### config.mk
export PLATFORM = sky130hd
export DESIGN_NAME = scfe_mac
export DESIGN_NICKNAME = d
export VERILOG_FILES = /design/src/rtl/core/scfe_pkg.sv /design/src/rtl/core/scfe_mac.sv
export SDC_FILE = /design/constraint.sdc
export NUM_CORES = 1
export LEC_CHECK = 0
export BUFFER_PORTS_ARGS = -buffer_cell sky130_fd_sc_hd__clkbuf_2
export CORE_ASPECT_RATIO = 1.4
export CORE_UTILIZATION = 55
export DETAILED_ROUTE_END_ITERATION = 10
export MAX_ROUTING_LAYER = met4
export PLACE_DENSITY = 0.75
export SYNTH_ARGS = -nofsm -noshare
export SYNTH_HDL_FRONTEND = slang
export SYNTH_SLANG_ARGS = --single-unit
export TNS_END_PERCENT = 5
### constraint.sdc
create_clock -name clk -period 10.9 [get_ports clk]
set_input_delay 0.545 -clock clk [delete_from_list [all_inputs] [get_ports clk]]
set_output_delay 0.545 -clock clk [all_outputs]
set_load 0.01 [all_outputs]
### src/rtl/core/scfe_pkg.sv
`timescale 1ns / 1ps

package scfe_pkg;

	localparam int LEN_W     = 19;
	localparam int GAIN_W    = 16;
	localparam int CFG_W     = 19;
	localparam int CFG_IDX_W = 3;
	localparam int FRAC      = 15;

	// unity gain in Q1.15, one bit wider than a gain so it stays positive when signed
	localparam logic signed [GAIN_W:0] ONE_Q15 = 17'sd32768;

	localparam logic [LEN_W-1:0]  LEN_RST   = 19'd43200;
	localparam logic [GAIN_W-1:0] PAN_RST   = 16'd32896;
	localparam logic [GAIN_W-1:0] CROSS_RST = 16'd16512;
	localparam logic [GAIN_W-1:0] FB_RST    = 16'd15360;
	localparam logic [GAIN_W-1:0] DAMP_RST  = 16'd27607;

	typedef enum logic [CFG_IDX_W-1:0] {
		REG_LEFT_LEN  = 3'd0,
		REG_RIGHT_LEN = 3'd1,
		REG_PAN       = 3'd2,
		REG_CROSS     = 3'd3,
		REG_FEEDBACK  = 3'd4,
		REG_DAMP      = 3'd5
	} cfg_reg_t;

	// accumulator control: load starts a new sum with the rounding half, add extends it
	typedef struct packed {
		logic load;
		logic add;
	} mac_ctl_t;

	function automatic logic [GAIN_W-1:0] clamp_gain(input logic [GAIN_W-1:0] g);
		return (g > ONE_Q15[GAIN_W-1:0]) ? ONE_Q15[GAIN_W-1:0] : g;
	endfunction

endpackage

### src/rtl/core/scfe_mac.sv
`timescale 1ns / 1ps

module scfe_mac
	import scfe_pkg::*;
#(
	parameter int A_W = 19,
	parameter int B_W = 17
) (
	input  logic                                clk,
	input  logic signed [A_W-1:0]               a,
	input  logic signed [B_W-1:0]               b,
	input  mac_ctl_t                            ctl,
	output logic signed [A_W+B_W+1-FRAC-1:0]    acc_rnd
);

	localparam int P_W   = A_W + B_W;
	localparam int ACC_W = P_W + 1;
	localparam logic signed [ACC_W-1:0] HALF = ACC_W'(1) << (FRAC - 1);

	logic signed [P_W-1:0]   prod_s1;
	logic signed [ACC_W-1:0] prod_ext;
	logic signed [ACC_W-1:0] acc_q;

	always_ff @(posedge clk) begin
		prod_s1 <= a * b;
	end

	assign prod_ext = {prod_s1[P_W-1], prod_s1};

	always_ff @(posedge clk) begin
		if (ctl.load) begin
			acc_q <= prod_ext + HALF;
		end else if (ctl.add) begin
			acc_q <= acc_q + prod_ext;
		end
	end

	// half already added at load, so the floor shift rounds half up
	assign acc_rnd = acc_q[ACC_W-1:FRAC];

endmodule

==> summary.md, run 1 <==
| Metric | Value |
|---|---|
| Status | completed |
| Number of CTS-inserted buffers | 9 |
| # resized after CTS | 0 |
| Reg2reg start | acc_q[12] |
| GR Util All Layers | 0.2830 |
| DRC | 0 |
| Setup violators final | 0 |
| Port buffer count | 60 |
| HP Class | flip-flop to flip-flop |
| Chip Width | 147.7 um |
| Syn Area/Cell | 9.227 um^2 |
| Multi-input gate area | 12880 um^2 |
| Hpwl dp | 31470 um |
| Hold buffer count at CTS | 0 |
| Hold path startpoint | prod_s1[11] |
| Detailed Route WL | 38580 um |
| Min cycle time layout | 6628 ps |
| Placer congestion estimate | 0.9202 |
| Layout cell share with drive strength beyond 1 | 0.05031 |
| Hold Vio Cnt, Final | 0 |
| Iteration count of the initial detailed-routing pass | 6 |
| Layout fillers | 2551 |
| Req. time, crit path | 11170 ps |
| Cell Rows | 74 |
| Top FF cell, synth | edfxtp_1 |
| Diodes inserted | 0 |
| Clock skew | 7.539 ps |
| Max Root-Sink Buffers | 2 |
| Via/cell ratio | 5.631 |
| CP max FO | 19 |
| Synth warn | 0 |
| Max Cap Violations | 0 |
| Post-synth EDFFs | 37 |
| Post-CTS Setup Repair Bufs | 0 |
| Fmax | 150.9 MHz |
| Vias in the first global route | 13450 |
| Setup TNS | 0 ps |
| Crit Path Category | input pin to flip-flop |
| Largest net degree at the start of global routing | 79 |
| Wirelength per Cell | 17.95 um |
| Slew Viols, Final | 0 |
| CORE AREA | 29170 um^2 |
| Initial Util | 0.5603 |
| Grt total ovfl | 0 |
| Slew @ Worst Pin | 933.9 ps |
| Clock latency on the worst-skew pair | 340 ps |
| Die Span Y | 205.9 um |
| 1st-iter DRT viols | 662 |
| CTS tree | yes |
| Syn Nets | 2263 |
| Initial antenna violation count | 0 |
| Worst EP arrival | 6900 ps |
| CP startpoint | b[3] |
| I/O Pins | 61 |
| CTS clk-pin slew, worst paths | 60 ps |
| Commonest cells in the netlist | inv_1, fa_1, nand2_1, and2_1, ha_1 |
| P&R area growth vs syn | 4.280% |
| Fin crit share | 0.6081 |
| H-tree depth | 3 |
| Synth Instances | 1771 |
| Fin nets | 2256 |
| Post-synthesis sequential area ratio | 0.1121 |
| Slew HR | 0.3774 |
| CP endpoint kind | flip-flop |
| Top-area cell type share of the netlist area | 0.4006 |
| Netlist cell types | 59 |
| First-pass GRT wire length | 64200 um |
| Die Area | 30410 um^2 |
| Unrepaired setup endpoints after global routing | false |
| Setup crit start kind | input pin |
| Post-Synthesis Cell Area | 16340 um^2 |
| Most numerous cell in the Yosys netlist | inv_1 |
| Synth async-reset ratio | 0 |
| Largest cells by area after synthesis | fa_1, ha_1, inv_1 |
| DRT antenna net count | 0 |
| #FFs+latches synth | 73 |
| Area leader, netlist | fa_1 |
| Vias | 12100 |
| Clock net sink count | 73 |
| CTS root buf | clkbuf_16 |
| FF/Latch Area | 1832 um^2 |
## critical path, cell delays in order
cell,delay [ps]
clkbuf_2,430
nand2_1,240
fa_1,590
inv_1,140
fa_1,880
fa_1,530
fa_1,500
fa_1,500
inv_1,50
fa_1,470
inv_1,50
ha_1,390
nand3_1,180
nor2_1,60
a211oi_1,280
o21ai_0,210
o41a_1,410
a221oi_2,310
xnor2_1,140
## area by class of cell
cell class | instances | area share
timing repair buffer | 61 | 0.01806
inverter | 330 | 0.07269
clock inverter | 7 | 0.004552
tap | 380 | 0.02790
sequential | 73 | 0.1075
clock buffer | 9 | 0.01322
multi-input combinational | 1289 | 0.7561
## logic make-up (layout without fill, tap and decap cells)
kind of cell | after synthesis | count (layout) | synth area share
simple gates | 531 | 531 | 0.1569
fa+ha+maj | 453 | 453 | 0.4971
buf+inv | 409 | 407 | 0.09946
compound gates | 223 | 223 | 0.09020
xor+xnor | 79 | 79 | 0.04234
flops | 73 | 73 | 0.1121
mux | 3 | 3 | 0.001914
## cell usage in the layout, fill, tap and decap left out, types with 3 or more instances in the layout
master	synthesis	routed
a2111oi_0	3	3
a211o_1	3	3
a211oi_1	12	12
a21o_1	29	29
a21oi_1	46	46
a221oi_1	6	6
a311oi_1	3	3
a31oi_1	8	8
and2_1	147	147
and3_1	13	13
clkbuf_16	0	9
clkbuf_2	0	60
dfxtp_1	36	36
edfxtp_1	37	37
fa_1	327	327
ha_1	126	126
inv_1	330	330
nand2_1	238	238
nand2b_1	10	10
nand3_1	21	21
nand4_1	3	3
nor2_1	54	54
nor2b_1	7	7
nor3_1	16	16
nor3b_1	5	5
nor4_1	4	4
o211ai_1	5	5
o21a_1	11	11
o21ai_0	57	57
o21bai_1	8	8
o31a_1	4	4
o31ai_1	7	7
or2_2	5	5
xnor2_1	50	50
xor2_1	29	29
## metrics by stage
stage               cell area, um^2  hold slack (ps)  cells  utilization  setup WS [ps]
detailed placement            16740            555.3   2133       0.5739           4030
global route                  17040            596.4   2149       0.5843           3988
CTS                           17040            558.5   2149       0.5843           4371
global placement              16740            532.5   2133       0.5739           4142
finish                        17040            552.5   2149       0.5843           4272
floorplan                     16340            511.8   1771            -           4329
## layer usage
layer,share of wire,wire [um],vias to the layer above,track usage
met1,0.33,12820,6079,0.2695
met3,0.036,1387,155,0.02693
met4,0.075,2895,0,0.1841
met5,0,0,-,-
met2,0.56,21480,383,0.5393
li1,-,-,5485,-
## state kept, by name (all words and copies together), names as in the netlist
name,count
acc_q,37
prod_s1,36
## final timing paths
| path | endpoint | slack [ps] | depth (start not counted) |
|---|---|---|---|
| worst min register to register | acc_q[11] | 550 | 2 |
| worst max register to register | acc_q[35] | 7590 | 10 |
| worst max-delay path | prod_s1[34] | 4270 | 19 |
| worst min-delay path | acc_q[11] | 550 | 2 |
Power of run 1 is not shown: default switching activity piles up to over one toggle a cycle in this logic, so the estimate is an artifact.
==> run 2: changes to the inputs <==
--- a/config.mk
+++ b/config.mk
@@ -10,7 +10,7 @@
 export CORE_UTILIZATION = 55
 export DETAILED_ROUTE_END_ITERATION = 10
 export MAX_ROUTING_LAYER = met4
-export PLACE_DENSITY = 0.75
+export PLACE_DENSITY = 0.78
 export SYNTH_ARGS = -nofsm -noshare
 export SYNTH_HDL_FRONTEND = slang
 export SYNTH_SLANG_ARGS = --single-unit
==> constraint.sdc (replaced) <==
create_clock -name clk -period 5.84 [get_ports clk]
set_input_delay 0.292 -clock clk [delete_from_list [all_inputs] [get_ports clk]]
set_output_delay 0.292 -clock clk [all_outputs]
set_load 0.01 [all_outputs]
==> run 2 against run 1 <==
  * Die area is the same
  * Sequential share of layout area shrank 0.89 points
  * Core utilization grew 5.3 points
  * Largest cell class unchanged
==> summary.md, run 2 (synthesis gave the netlist of run 1 again) <==
| Metric | Value |
|---|---|
| Number of flip-flops in the largest register | 37 |
| Status | completed |
| Die Span Y | 205.9 um |
| Most frequent cells in the layout | inv_1, fa_1, nand2_1 |
| Critical path destination | prod_s1[35] |
| First-pass GRT wire length | 67190 um |
| Inst Count DP | 2286 |
| Final cell count without fillers | 2307 |
| Detailed Route WL | 40160 um |
| CTS clk-pin slew, worst paths | 60 ps |
| Port buffer count | 60 |
| Iteration count of the initial detailed-routing pass | 5 |
| Worst EP arrival | 6000 ps |
| Slew Viols, Final | 0 |
| Worst Setup Slack, final | 107.3 ps |
| Fmax | 174.4 MHz |
| Via/cell ratio | 5.551 |
| Setup crit start kind | input pin |
| Worst Path Buf+Inv | 5 |
| Reg2reg end | acc_q[33] |
| Biggest regs | acc_q x37, prod_s1 x36 |
| Number of CTS-inserted buffers | 9 |
| I/O Pins | 61 |
| CP max FO | 6 |
| Initial Util | 0.5603 |
| Crit Path Category | input pin to flip-flop |
| Crit-path cells | clkbuf_2 -> buf_4 -> and2_1 -> fa_1 -> fa_1 -> fa_1 -> fa_1 -> fa_1 -> inv_1 -> fa_1 -> inv_1 -> ha_4 -> and3_4 -> a221oi_4 -> buf_4 -> o21ai_2 -> nor3_2 -> o21ai_2 -> nand3_2 -> o2111ai_4 -> a2111o_1 -> o211ai_1 |
| Cell repeated most along the worst path | fa_1 |
| P&R area growth vs syn | 13.71% |
| Vias | 12810 |
| Max incr delay on CP | 550 ps |
| 1st-iter DRT viols | 650 |
| Die Area | 30410 um^2 |
| Worst r2r path cells | 10 |
| Max Root-Sink Buffers | 2 |
| Delay-heaviest family, CP | adder cells |
| Vias in the first global route | 14380 |
| CP startpoint | a[7] |
| Min cycle time layout | 5733 ps |
| Initial antenna violation count | 0 |
| Commonest non-fill, non-tap cell in the layout | inv_1 |
| Clock latency on the worst-skew pair | 340 ps |
| Slowest-stage cell, CP | fa_1 |
| CP endpoint kind | flip-flop |
| Crit path depth | 22 |
| Chip Width | 147.7 um |
| Clock skew | 6.390 ps |
| CTS root buf | clkbuf_16 |
| GR Util All Layers | 0.2943 |
| Hpwl dp | 34290 um |
| Placer congestion estimate | 0.9709 |
| H-tree depth | 3 |
| Largest net degree at the start of global routing | 79 |
| Layout cell share with drive strength beyond 1 | 0.1489 |
| Cell Rows | 74 |
| Fin crit share | 0.9816 |
| Hold buffer count at CTS | 0 |
| CORE AREA | 29170 um^2 |
| Finished Cell Area | 18580 um^2 |
| Slew @ Worst Pin | 983.6 ps |
| Grt total ovfl | 0 |
| Slew HR | 0.3442 |
| Unrepaired setup endpoints after global routing | true |
| Area after DPL | 18050 um^2 |
| Hold Vio Cnt, Final | 0 |
| Diodes inserted | 0 |
| Setup violators final | 0 |
| Fin nets | 2414 |
| CTS tree | yes |
| R2R Setup Slk | 2520 ps |
| Reg2reg start | acc_q[8] |
| Req. time, crit path | 6110 ps |
| DRT antenna net count | 0 |
| Most flop-heavy register | acc_q |
| Wirelength per Cell | 17.41 um |
| HP Class | input pin to flip-flop |
| Pre-CTS WS | -374.0 ps |
| Clock net sink count | 73 |
| Max Cap Violations | 0 |
| DRC | 0 |
run 2: how the worst min path moves through the flow:
stage / startpoint / endpoint / depth (start not counted)
after floorplan: a[0] / prod_s1[0] / 1
after global placement: prod_s1[9] / acc_q[9] / 2
after global routing: a[0] / prod_s1[0] / 3
final: a[0] / prod_s1[0] / 3
after detailed placement: prod_s1[5] / acc_q[5] / 2
after CTS: a[0] / prod_s1[0] / 3
run 2: layout make-up:
| class | instances | area [um^2] |
|---|---|---|
| clock inverter | 7 | 98.84 |
| clock buffer | 9 | 225.2 |
| fill | 2310 | 10590 |
| sequential | 73 | 1832 |
| multi-input combinational | 1289 | 13070 |
| inverter | 330 | 1239 |
| tap | 380 | 475.5 |
| timing repair buffer | 219 | 1640 |
run 2: worst register-to-register path: cells and delay by family, from the launching register on:
family | cells | cell delay, ps
adders and majority gates | 1 | 400
AOI/OAI and AO/OA | 9 | 2300
DFF | 1 | 360
run 2: layer usage:
| layer | vias to the layer above | wire length, um | global-route usage |
|---|---|---|---|
| met4 | 0 | 3071 | 0.1962 |
| met3 | 190 | 1470 | 0.03488 |
| met5 | - | 0 | - |
| li1 | 5806 | - | - |
| met1 | 6407 | 13300 | 0.2767 |
| met2 | 404 | 22310 | 0.5573 |
run 2: per-stage QoR:
step | utilization | hold slack [ps] | TNS (ps)
final | 0.6371 | 404.1 | 0
after global routing | 0.6371 | 408.2 | -162.1
after CTS | 0.6300 | 396.3 | 0
after detailed placement | 0.6189 | 532.8 | -2467
after global placement | 0.6189 | 532.8 | -1566
after floorplan | - | 413.7 | -30.75
run 2: repair_timing:
action                                  4_1_cts  5_1_grt
endpoints found under the setup margin        1       12
buffers inserted                              0        6
endpoints found under the hold margin         0        0
pin swaps                                     0       43
gates resized for setup                       1       65
Power of run 2 is left out for the same reason.
